--- src/double_ended_queue_assert.svh ---
// Assertion macros shared by the double-ended queue RTL.
`ifndef DOUBLE_ENDED_QUEUE_ASSERT_SVH
`define DOUBLE_ENDED_QUEUE_ASSERT_SVH

`ifndef NO_ASSERTIONS

// Check a property on every rising edge outside reset.
`define DQ_ASSERT(lbl, clk, rst_n, prop, msg) \
    lbl: assert property (@(posedge clk) disable iff (!rst_n) prop) else $error(msg);

// Check that a condition never holds on a rising edge outside reset.
`define DQ_ASSERT_NEVER(lbl, clk, rst_n, cond, msg) \
    lbl: assert property (@(posedge clk) disable iff (!rst_n) !(cond)) else $error(msg);

`else

`define DQ_ASSERT(lbl, clk, rst_n, prop, msg)
`define DQ_ASSERT_NEVER(lbl, clk, rst_n, cond, msg)

`endif

`endif

--- src/dq_pkg.sv ---
// Types and constants shared by the double-ended queue modules.
`default_nettype none

package dq_pkg;

    localparam int DEPTH_DEF     = 16;
    localparam int ITEM_BITS_DEF = 32;

    typedef enum logic [1:0] {
        MODE_PUSH_FRONT = 2'd0,
        MODE_PUSH_BACK  = 2'd1,
        MODE_POP_FRONT  = 2'd2,
        MODE_POP_BACK   = 2'd3
    } mode_t;

    typedef enum logic [1:0] {
        STATUS_OK        = 2'd0,
        STATUS_UNDERFLOW = 2'd1,
        STATUS_OVERFLOW  = 2'd2
    } status_t;

    typedef enum logic [1:0] {
        ST_IDLE,
        ST_EXEC,
        ST_LOAD,
        ST_RESP
    } state_t;

    // Commands from the controller to the datapath.
    typedef struct packed {
        logic latch;
        logic exec;
        logic load;
    } dq_cmd_t;

    // Status from the datapath to the controller.
    typedef struct packed {
        logic need_read;
    } dq_sts_t;

endpackage

`default_nettype wire

--- src/double_ended_queue.sv ---
// Top level of the bounded double-ended queue (ring buffer of signed items).
`default_nettype none

// Double-ended queue of DEPTH signed items of ITEM_BITS bits, kept in a ring
// buffer in one RAM. Drive mode and item_value with start high while busy is
// low to hand in one beat: push front, push back, pop front or pop back. The
// result comes back as a single-cycle strobe on done, with status, the popped
// item, the front and back items after the operation, the count and the
// empty/full flags; the receiver cannot stall, so capture the result in the
// cycle that done is high. A pop on an empty queue reports underflow and a
// push on a full queue reports overflow; neither changes the queue.
// Timing: a push, a failed operation or a pop that empties the queue runs
// through ST_EXEC into ST_RESP, where done is high; a pop that leaves items
// behind passes through ST_LOAD between them, since the new end item must be
// fetched through the RAM's registered read port. A new beat is taken in the
// cycle that done is high, so beats are handled one at a time. The front and
// back items are cached in registers, so each operation needs at most one RAM
// access. There is no clearing pass after reset: a slot is only read after it
// has been written.
module double_ended_queue #(
    parameter int DEPTH     = dq_pkg::DEPTH_DEF,
    parameter int ITEM_BITS = dq_pkg::ITEM_BITS_DEF
) (
    input  wire logic                       clk,
    input  wire logic                       rst_n,
    input  wire logic                       start,
    output logic                            busy,
    output logic                            done,
    input  wire logic [1:0]                 mode,
    input  wire logic signed [31:0]         item_value,
    output logic      [1:0]                 status,
    output logic signed [31:0]              popped_value,
    output logic signed [31:0]              front_value,
    output logic signed [31:0]              back_value,
    output logic      [$clog2(DEPTH+1)-1:0] item_count,
    output logic                            is_empty,
    output logic                            is_full
);

    import dq_pkg::*;

    // command and status bundles between controller and datapath
    dq_cmd_t cmd;
    dq_sts_t sts;

    // Sequence each beat: latch, execute, optionally load, respond.
    dq_ctrl u_ctrl (
        .clk   (clk),
        .rst_n (rst_n),
        .start (start),
        .sts   (sts),
        .cmd   (cmd),
        .busy  (busy),
        .done  (done)
    );

    // Hold the pointers, count, cached end items and the slot RAM.
    dq_datapath #(
        .DEPTH     (DEPTH),
        .ITEM_BITS (ITEM_BITS)
    ) u_datapath (
        .clk          (clk),
        .rst_n        (rst_n),
        .cmd          (cmd),
        .sts          (sts),
        .mode         (mode),
        .item_value   (item_value),
        .status       (status),
        .popped_value (popped_value),
        .front_value  (front_value),
        .back_value   (back_value),
        .item_count   (item_count),
        .is_empty     (is_empty),
        .is_full      (is_full)
    );

endmodule

`default_nettype wire

--- src/dq_ram.sv ---
// Generic single-write, single-read RAM with registered read data.
`default_nettype none

module dq_ram #(
    parameter int WIDTH = 32,
    parameter int DEPTH = 16
) (
    input  wire logic                     clk,
    input  wire logic                     wr_en,
    input  wire logic [$clog2(DEPTH)-1:0] wr_addr,
    input  wire logic [WIDTH-1:0]         wr_data,
    input  wire logic                     rd_en,
    input  wire logic [$clog2(DEPTH)-1:0] rd_addr,
    output logic      [WIDTH-1:0]         rd_data
);

    logic [WIDTH-1:0] mem [DEPTH];
    logic [WIDTH-1:0] rd_data_reg;

    always_ff @(posedge clk)
    begin
        if (wr_en)
        begin
            mem[wr_addr] <= wr_data;
        end
        if (rd_en)
        begin
            rd_data_reg <= mem[rd_addr];
        end
    end

    assign rd_data = rd_data_reg;

endmodule

`default_nettype wire

--- src/dq_ctrl.sv ---
// Controller state machine that sequences one queue operation at a time.
`default_nettype none

`include "double_ended_queue_assert.svh"

module dq_ctrl (
    input  wire logic            clk,
    input  wire logic            rst_n,
    input  wire logic            start,
    input  wire dq_pkg::dq_sts_t sts,
    output dq_pkg::dq_cmd_t      cmd,
    output logic                 busy,
    output logic                 done
);

    import dq_pkg::*;

    state_t state_reg;
    state_t state_next;

    always_ff @(posedge clk or negedge rst_n)
    begin
        if (!rst_n)
        begin
            state_reg <= ST_IDLE;
        end
        else
        begin
            state_reg <= state_next;
        end
    end

    always_comb
    begin
        state_next = state_reg;
        cmd        = '0;
        done       = 1'b0;
        busy       = 1'b0;
        case (state_reg)
            ST_IDLE:
            begin
                if (start)
                begin
                    cmd.latch  = 1'b1;
                    state_next = ST_EXEC;
                end
            end
            ST_EXEC:
            begin
                busy       = 1'b1;
                cmd.exec   = 1'b1;
                state_next = sts.need_read ? ST_LOAD : ST_RESP;
            end
            ST_LOAD:
            begin
                busy       = 1'b1;
                cmd.load   = 1'b1;
                state_next = ST_RESP;
            end
            ST_RESP:
            begin
                // result is held in registers; take the next beat at once
                done = 1'b1;
                if (start)
                begin
                    cmd.latch  = 1'b1;
                    state_next = ST_EXEC;
                end
                else
                begin
                    state_next = ST_IDLE;
                end
            end
            default:
            begin
                state_next = ST_IDLE;
            end
        endcase
    end

    `DQ_ASSERT(a_done_one_cycle, clk, rst_n, done && !start |=> !done, "done strobe held over two cycles without a new beat")
    `DQ_ASSERT(a_accept_runs, clk, rst_n, start && !busy |=> busy && !done, "accepted beat did not start execution")
    `DQ_ASSERT(a_load_after_read, clk, rst_n, cmd.exec && sts.need_read |=> cmd.load, "read data not loaded after a pop")

endmodule

`default_nettype wire

--- src/dq_datapath.sv ---
// Datapath: pointers, count, cached end items and the slot RAM.
`default_nettype none

`include "double_ended_queue_assert.svh"

module dq_datapath #(
    parameter int DEPTH     = dq_pkg::DEPTH_DEF,
    parameter int ITEM_BITS = dq_pkg::ITEM_BITS_DEF
) (
    input  wire logic                       clk,
    input  wire logic                       rst_n,
    input  wire dq_pkg::dq_cmd_t            cmd,
    output dq_pkg::dq_sts_t                 sts,
    input  wire logic [1:0]                 mode,
    input  wire logic signed [31:0]         item_value,
    output logic      [1:0]                 status,
    output logic signed [31:0]              popped_value,
    output logic signed [31:0]              front_value,
    output logic signed [31:0]              back_value,
    output logic      [$clog2(DEPTH+1)-1:0] item_count,
    output logic                            is_empty,
    output logic                            is_full
);

    import dq_pkg::*;

    localparam int IDX_BITS = $clog2(DEPTH);
    localparam int CNT_BITS = $clog2(DEPTH + 1);
    localparam int SUM_BITS = IDX_BITS + 1;

    mode_t                         op_mode_reg,  op_mode_next;
    logic signed [ITEM_BITS-1:0]   op_item_reg,  op_item_next;
    logic [IDX_BITS-1:0]           head_reg,     head_next;
    logic [CNT_BITS-1:0]           count_reg,    count_next;
    logic signed [ITEM_BITS-1:0]   front_reg,    front_next;
    logic signed [ITEM_BITS-1:0]   back_reg,     back_next;
    logic signed [ITEM_BITS-1:0]   popped_reg,   popped_next;
    status_t                       status_reg,   status_next;

    logic                 empty;
    logic                 full;
    logic                 is_pop;
    logic [IDX_BITS-1:0]  head_dec;
    logic [IDX_BITS-1:0]  head_inc;
    logic [SUM_BITS-1:0]  tail_sum;
    logic [IDX_BITS-1:0]  tail_slot;
    logic [SUM_BITS-1:0]  prev_sum;
    logic [IDX_BITS-1:0]  prev_slot;

    logic                 wr_en;
    logic [IDX_BITS-1:0]  wr_addr;
    logic                 rd_en;
    logic [IDX_BITS-1:0]  rd_addr;
    logic [ITEM_BITS-1:0] rd_data;

    assign empty  = (count_reg == '0);
    assign full   = (count_reg == CNT_BITS'(DEPTH));
    assign is_pop = (op_mode_reg inside {MODE_POP_FRONT, MODE_POP_BACK});

    // Ring index arithmetic; every sum whose slot is used stays below twice the depth.
    assign head_dec  = (head_reg == '0) ? IDX_BITS'(DEPTH - 1) : head_reg - 1'b1;
    assign head_inc  = (head_reg == IDX_BITS'(DEPTH - 1)) ? '0 : head_reg + 1'b1;
    assign tail_sum  = SUM_BITS'(head_reg) + SUM_BITS'(count_reg);
    assign tail_slot = (tail_sum >= SUM_BITS'(DEPTH)) ?
                       IDX_BITS'(tail_sum - SUM_BITS'(DEPTH)) : IDX_BITS'(tail_sum);
    assign prev_sum  = SUM_BITS'(head_reg) + SUM_BITS'(count_reg - CNT_BITS'(2));
    assign prev_slot = (prev_sum >= SUM_BITS'(DEPTH)) ?
                       IDX_BITS'(prev_sum - SUM_BITS'(DEPTH)) : IDX_BITS'(prev_sum);

    // A pop that leaves items behind must fetch the new end item.
    assign sts.need_read = is_pop && (count_reg >= CNT_BITS'(2));

    always_comb
    begin
        op_mode_next = op_mode_reg;
        op_item_next = op_item_reg;
        head_next    = head_reg;
        count_next   = count_reg;
        front_next   = front_reg;
        back_next    = back_reg;
        popped_next  = popped_reg;
        status_next  = status_reg;
        wr_en        = 1'b0;
        wr_addr      = tail_slot;
        rd_en        = 1'b0;
        rd_addr      = head_inc;

        if (cmd.latch)
        begin
            op_mode_next = mode_t'(mode);
            op_item_next = ITEM_BITS'(item_value);
        end

        if (cmd.exec)
        begin
            status_next = STATUS_OK;
            popped_next = '0;
            case (op_mode_reg)
                MODE_PUSH_FRONT:
                begin
                    if (full)
                    begin
                        status_next = STATUS_OVERFLOW;
                    end
                    else
                    begin
                        wr_en      = 1'b1;
                        wr_addr    = head_dec;
                        head_next  = head_dec;
                        count_next = count_reg + 1'b1;
                        front_next = op_item_reg;
                        if (empty)
                        begin
                            back_next = op_item_reg;
                        end
                    end
                end
                MODE_PUSH_BACK:
                begin
                    if (full)
                    begin
                        status_next = STATUS_OVERFLOW;
                    end
                    else
                    begin
                        wr_en      = 1'b1;
                        wr_addr    = tail_slot;
                        count_next = count_reg + 1'b1;
                        back_next  = op_item_reg;
                        if (empty)
                        begin
                            front_next = op_item_reg;
                        end
                    end
                end
                MODE_POP_FRONT:
                begin
                    if (empty)
                    begin
                        status_next = STATUS_UNDERFLOW;
                    end
                    else
                    begin
                        popped_next = front_reg;
                        head_next   = head_inc;
                        count_next  = count_reg - 1'b1;
                        rd_en       = sts.need_read;
                        rd_addr     = head_inc;
                    end
                end
                MODE_POP_BACK:
                begin
                    if (empty)
                    begin
                        status_next = STATUS_UNDERFLOW;
                    end
                    else
                    begin
                        popped_next = back_reg;
                        count_next  = count_reg - 1'b1;
                        rd_en       = sts.need_read;
                        rd_addr     = prev_slot;
                    end
                end
                default:
                begin
                    status_next = STATUS_OK;
                end
            endcase
        end

        if (cmd.load)
        begin
            if (op_mode_reg == MODE_POP_FRONT)
            begin
                front_next = rd_data;
            end
            else
            begin
                back_next = rd_data;
            end
        end
    end

    always_ff @(posedge clk or negedge rst_n)
    begin
        if (!rst_n)
        begin
            head_reg  <= '0;
            count_reg <= '0;
        end
        else
        begin
            head_reg  <= head_next;
            count_reg <= count_next;
        end
    end

    always_ff @(posedge clk)
    begin
        op_mode_reg <= op_mode_next;
        op_item_reg <= op_item_next;
        front_reg   <= front_next;
        back_reg    <= back_next;
        popped_reg  <= popped_next;
        status_reg  <= status_next;
    end

    dq_ram #(
        .WIDTH (ITEM_BITS),
        .DEPTH (DEPTH)
    ) u_slots (
        .clk     (clk),
        .wr_en   (wr_en),
        .wr_addr (wr_addr),
        .wr_data (op_item_reg),
        .rd_en   (rd_en),
        .rd_addr (rd_addr),
        .rd_data (rd_data)
    );

    assign status       = status_reg;
    assign popped_value = 32'(popped_reg);
    assign front_value  = empty ? '0 : 32'(front_reg);
    assign back_value   = empty ? '0 : 32'(back_reg);
    assign item_count   = count_reg;
    assign is_empty     = empty;
    assign is_full      = full;

    `DQ_ASSERT(a_count_bound, clk, rst_n, count_reg <= CNT_BITS'(DEPTH), "item count above depth")
    `DQ_ASSERT_NEVER(a_port_clash, clk, rst_n, wr_en && rd_en, "slot write and read in one cycle")
    `DQ_ASSERT(a_pop_count, clk, rst_n, cmd.exec && is_pop && !empty |=> count_reg == $past(count_reg) - 1'b1, "pop did not drop the count by one")
    `DQ_ASSERT(a_overflow_hold, clk, rst_n, cmd.exec && !is_pop && full |=> count_reg == $past(count_reg) && head_reg == $past(head_reg), "push on full queue changed the queue")

endmodule

`default_nettype wire
--- config.mk ---
export PLATFORM = sky130hd
export DESIGN_NAME = double_ended_queue
export DESIGN_NICKNAME = d
export VERILOG_FILES = /design/src/dq_pkg.sv /design/src/double_ended_queue.sv /design/src/dq_ram.sv /design/src/dq_ctrl.sv /design/src/dq_datapath.sv
export VERILOG_INCLUDE_DIRS = /design/src /design/src/src
export SDC_FILE = /design/constraint.sdc
export NUM_CORES = 1
export LEC_CHECK = 0
export BUFFER_PORTS_ARGS = -buffer_cell sky130_fd_sc_hd__buf_2
export CAP_MARGIN = 5
export CORE_AREA = 4 4 254 256
export DETAILED_ROUTE_END_ITERATION = 6
export DIE_AREA = 0 0 258 260
export GPL_TIMING_DRIVEN = 1
export SLEW_MARGIN = 20
export SYNTH_ARGS = -nofsm -noshare
export SYNTH_HDL_FRONTEND = slang
export SYNTH_SLANG_ARGS = --single-unit
--- constraint.sdc ---
create_clock -name clk -period 6.2 [get_ports clk]
set_input_delay 0.31 -clock clk [delete_from_list [all_inputs] [get_ports clk]]
set_output_delay 0.31 -clock clk [all_outputs]
set_load 0.01 [all_outputs]
* After elaboration in Yosys (flattened, before gate mapping) *
Memory sizes are Yosys's and may differ from the RTL's. A register that Yosys moved wholly into a read port is not among the register bits.
Cells that the tools add are included.
W data, S select, Z words.

word-level totals
  register bits = 143
  memory bits (writable) = 512
  bits of input ports = 37
  output and inout bits = 107
  logic and storage cells = 102
  memories = 1

memory list
  memory                  words  bits a word  rd ports  clocked after Yosys merged registers in  write ports  RTL line      source
  u_datapath.u_slots.mem  16     32           1         1                                        1            dq_ram.sv:17  logic [WIDTH-1:0] mem [DEPTH];

cells by class
  add/sub/neg operators = 9
  magnitude comparators = 3
  equality and inequality tests = 13
  muxes and demuxes = 54
  reduce and logical (&&, ||, !) cells = 13

operator list
  kind                   number
  $mux W32               14
  $pmux W32 S2           3
  $mux W4                12
  $mux W1                17
  $sub A4 B1 Y4 const B  3
  $add A4 B5 Y5          2
  $ge A5 B5 Y1 const B   2
  $mux W5                2
  $ne A2 B2 Y1 const B   5
  $pmux W5 S2            1
  $eq A2 B2 Y1 const B   4
  $pmux W2 S4            1
  $pmux W4 S2            1
  $reduce_or A2 Y1       4
  $add A5 B1 Y5 const B  1
  $eq A5 B5 Y1 const B   1
  $ge A5 B2 Y1 const B   1
  $logic_not A5 Y1       1
  $sub A5 B1 Y5 const B  1
  $sub A5 B2 Y5 const B  1
  $add A4 B1 Y4 const B  1
  $eq A2 B1 Y1 const B   2
  $eq A4 B4 Y1 const B   1
  $logic_not A2 Y1       2
  7 further kinds        9

* Logic depth before layout (Yosys ltp) *
  word-level depth = 7
  mapped depth = 11
  depth with buffers taken out = 10

* By module *
Synthesis repeated with hierarchy kept, for this count alone.

second synthesis, totals
  cell total of the unflattened synthesis = 1506
  area, all modules = 27325.0 um^2

by module, submodules not included
  module       instances  cells an instance  area an instance (um^2)  seq. area each (um^2)
  dq_ram       1          838                20155.6                  16335.7
  dq_datapath  1          649                6994.2                   3548.4
  dq_ctrl      1          19                 175.2                    50.0

* Worst setup path before layout *
Ideal clock, no wire load.

  kind = reg-to-reg
  from = register u_ctrl.state_reg[1]
  to = memory u_datapath.u_slots.mem[7][0] (enable)
  arrival = 4.023 ns
  required time = 5.779 ns
  path slack = 1.756 ns
  stages on the path, launching flop included = 8
  period minus slack after synthesis = 4.444 ns
  cells stage by stage = dfrtp_1 -> inv_1 -> ha_1 -> nand2_1 -> nor3_1 -> mux2i_1 -> nand2_1 -> nor2_1

on the way
  word-level cells in the longest chain between the ends = 5
  elaborated cells between the ends (all ways) = 6
  those cells by class = 1 x eq/ne; 5 x mux

RTL lines
  element                        RTL line           source
  start, declared                dq_ctrl.sv:18      state_t state_reg;
  start signal, assigned         dq_ctrl.sv:29      state_reg <= state_next;
  $eq A2 B1 Y1 (*)               dq_ctrl.sv:39      case (state_reg)
  $mux W1 (*)                    dq_ctrl.sv:39
  $mux W1                        dq_datapath.sv:94  if (cmd.exec)
  $mux W1                        dq_ram.sv:22       if (wr_en)
  $mux W1 (not written as such)  dq_ram.sv:24       mem[wr_addr] <= wr_data;
  end, declared                  dq_ram.sv:17

Mark *: on every way between the ends. The rest lies on a longest branch, timed or not.

* Final worst setup path *
  from = register u_ctrl.state_reg[1]
  to = memory u_datapath.u_slots.mem[6][6] (enable)

Same word-level chain as after synthesis.

==> impl_metrics.csv <==
group,metric,value,unit
synthesis,seq_area_frac_synth,0.7195,
setup_path,critical-path-max-stage-delay,0.75,ns
timing,post-route-period-util,0.6906,
timing,max_freq,233.6,MHz
synthesis,synthCells,2021,
grt,grt_max_degree,257,
setup_path,slowest_stage,"nor2_4",
floorplanning,die_h,260,microns
grt,use_met3,0.03214,
cts,cts_resized,0,
cts,htreeDepth,3,
grt,met1_usage,0.3158,
floorplanning,initial_core_util,0.4433,
cts,clockBufferDepth,3,
drt,dr.pass1.iters,7,
cts,ctsHoldBuffers,36,
drt,avgRoutedWirePerCell,24.58,microns
synthesis,synth_compound_area_frac,0.1249,
drt,drt_iter0_drc,1815,
timing,maxSlewViolCount,0,
place,dp.final_hpwl,42000,microns
synthesis,yosys_warnings,0,
grt,grt_busiest_layer,"met2",
setup_path,ff2ff_path_depth,9,
grt,grt_pass1_wl,111800,microns
outcome,status,"complete, but fails checks",
cts,clkLatencyLatePin,0.60,ns
cts,clkTransAtPathRegs,0.06,ns
finish,postLayoutCellArea,32160,sq um
finish,largest-register,"u_datapath.u_slots.mem",
grt,grt_util_all_layers,0.2196,
synthesis,synth_nets,2077,
setup_path,critical_path_class,"reg2reg",
drt,ant_nets,0,
timing,setup_tns,0,ns
grt,antenna_found_initial,0,
finish,num-nets-final,2226,
timing,relSlewSlack,0.2459,
cts,cts_made_buffers,70,
power_and_ir_drop,p_total,19.02,mW
setup_path,crit_path_start_kind,"flop",
grt,overflow,0,
place,pre_cts_ws,1.942,ns
timing,hold_viol,0,
drt,drc,7,
power_and_ir_drop,vdd_drop_max,0.6681,mV
floorplanning,dieArea,67080,sq um
drt,routed_wl,75480,microns
cts,cts_tree,"done",
synthesis,ys_types,51,
place,place_area,29410,sq um
timing,setup_viol,0,
floorplanning,pin_count,144,
timing,tightestPinTransition,1.126,ns
grt,grt_pass1_vias,17330,
timing,fin_ws,1.918,ns
timing,min_period,4.282,ns
finish,largest_reg_flops,512,
timing,grt_setup_unrepaired,"false",
finish,area_growth,16.06,%
drt,vias_per_cell,5.815,
setup_path,endpoint_kind,"flop",
power_and_ir_drop,p_leak,11.24,nW
synthesis,synth_area,27710,sq um
place,portBuffers,143,
grt,grt_use_met2,0.3486,
synthesis,synthSimpleGateAreaFrac,0.08111,
cts,cts_setup_buffers,0,
finish,drive_gt1_frac,0.1622,
synthesis,synthFlopType,"edfxtp_1",
synthesis,synth_top_family_by_area,"compound AO/OA/AOI/OAI gates",
timing,clock_skew,0.01958,ns
synthesis,synthMuxAreaShare,0.03473,
synthesis,avgSynthCellArea,13.71,sq um
cts,cts_root_buf,"clkbuf_16",
place,globalplace.congestion,0.7969,
synthesis,ys_seq_elements,687,
finish,n_antenna_cell,0,
synthesis,synth_edf_count,612,
setup_path,cp.arrival,4.55,ns
timing,holdWs,0.1285,ns
floorplanning,chipWidth,258,microns
synthesis,synth_fa_ha_area_frac,0.009393,
floorplanning,num_rows,92,
drt,vias,17860,
floorplanning,coreArea,62500,sq um
run,cap_violations,0,
setup_path,cp_max_fo,38,
setup_path,worstPathCellList,"inv_1 > ha_2 > buf_4 > nand2_1 > nor3_1 > mux2i_1 > nand2_1 > nor2_4 > buf_4",
cts,numClockSinks,687,
outcome,violations,"design-rule violations",
synthesis,yosys.area_share.xor_xnor,0.004742,
synthesis,async_reset_ff_frac,0.01601,
worst_hold_path,holdCritPathClass,"in2async",
power_and_ir_drop,p_per_area,591.4,nW/um^2
setup_path,cp.required,6.46,ns
routing by layer:
layer	part of all wire	vias up
li1	-	7995
met1	0.44	8967
met2	0.46	781
met3	0.075	114
met4	0.024	0
met5	0	-
worst paths after layout:
check / startpoint / endpoint / slack (ns)
max reg2reg: u_ctrl.state_reg[1] / u_datapath.u_slots.mem[6][6] / 1.92
min reg2reg: u_datapath.u_slots.rd_data[27] / u_datapath.back_reg[27] / 0.48
min in group clk: item_value[8] / u_datapath.op_item_reg[8] / 0.41
max in group asynchronous: rst_n / u_ctrl.state_reg[1] / 5.84
max: u_ctrl.state_reg[1] / u_datapath.u_slots.mem[6][6] / 1.92
min: rst_n / u_datapath.item_count[0] / 0.13
critical path, delay by kind of cell (launching register included):
kind / cells / cell delay (ns)
mux: 1 / 0.37
buf+inv: 3 / 1.00
fa+ha+maj: 1 / 0.18
flops: 1 / 0.40
simple gates: 4 / 1.97
power by group:
part	total [mW]	internal [mW]	leakage [nW]	switching (mW)
registers	7.19	6.38	6.22	0.811
clock network	4.32	2.56	1.13	1.76
logic	7.51	2.49	3.89	5.02
total	19.0	11.4	11.2	7.60
layout by cell type (no fill, tap or decap), types with 14 or more instances in the layout:
cell type and n:
o21ai_0 63, buf_2 143, dlygate4sd3_1 36, clkbuf_16 73, edfxtp_1 612, and2_1 65
nor2_1 59, a21oi_1 258, a21oi_2 25, a22oi_1 14, a221oi_1 128, or4_1 32
nor2_4 16, buf_4 37, nand2_1 320, mux2i_1 79, ha_1 15, dfxtp_1 64
Yosys cell counts, types with 14 or more instances:
master    count  area [sq um]
mux2i_1      80         800.8
buf_2        38         190.2
and2_1       65         406.6
nor2_1       76         285.3
nand2_1     320          1201
a21oi_1     259          1296
edfxtp_1    612         18380
clkbuf_1     86         322.8
a22oi_1      14         105.1
a21oi_2      25         219.0
a221oi_1    128          1121
ha_1         16         200.2
o21ai_0      64         320.3
or4_1        32         240.2
dfxtp_1      64          1281
stage by stage:
| stage | std cells | utilization |
|---|---|---|
| 2_1_floorplan | 2021 | - |
| 3_3_place_gp | 2907 | 0.4705 |
| 3_5_place_dp | 2907 | 0.4705 |
| 5_1_grt | 3071 | 0.5145 |
| 6_report | 3071 | 0.5145 |
| 4_1_cts | 3070 | 0.5140 |
kinds of logic (layout without fill, tap and decap cells):
| group | count (synthesis) | count (layout) |
|---|---|---|
| AO/OA/AOI/OAI | 535 | 535 |
| XOR/XNOR | 15 | 15 |
| adder cells (fa/ha/maj) | 19 | 19 |
| buffers and inverters | 159 | 363 |
| flip-flops | 687 | 687 |
| multiplexers | 94 | 94 |
| AND/OR/NAND/NOR | 512 | 512 |
final cells by class:
class	instances	area [sq um]
Timing Repair Buffer	222	1481
Fill cell	5269	30350
Tap cell	846	1059
Inverter	14	52.55
Multi-Input combinational cell	1175	7268
Clock inverter	41	476.7
Sequential cell	687	19930
Clock buffer	86	1886
No activity file was read; power rests on OpenSTA's default activity.
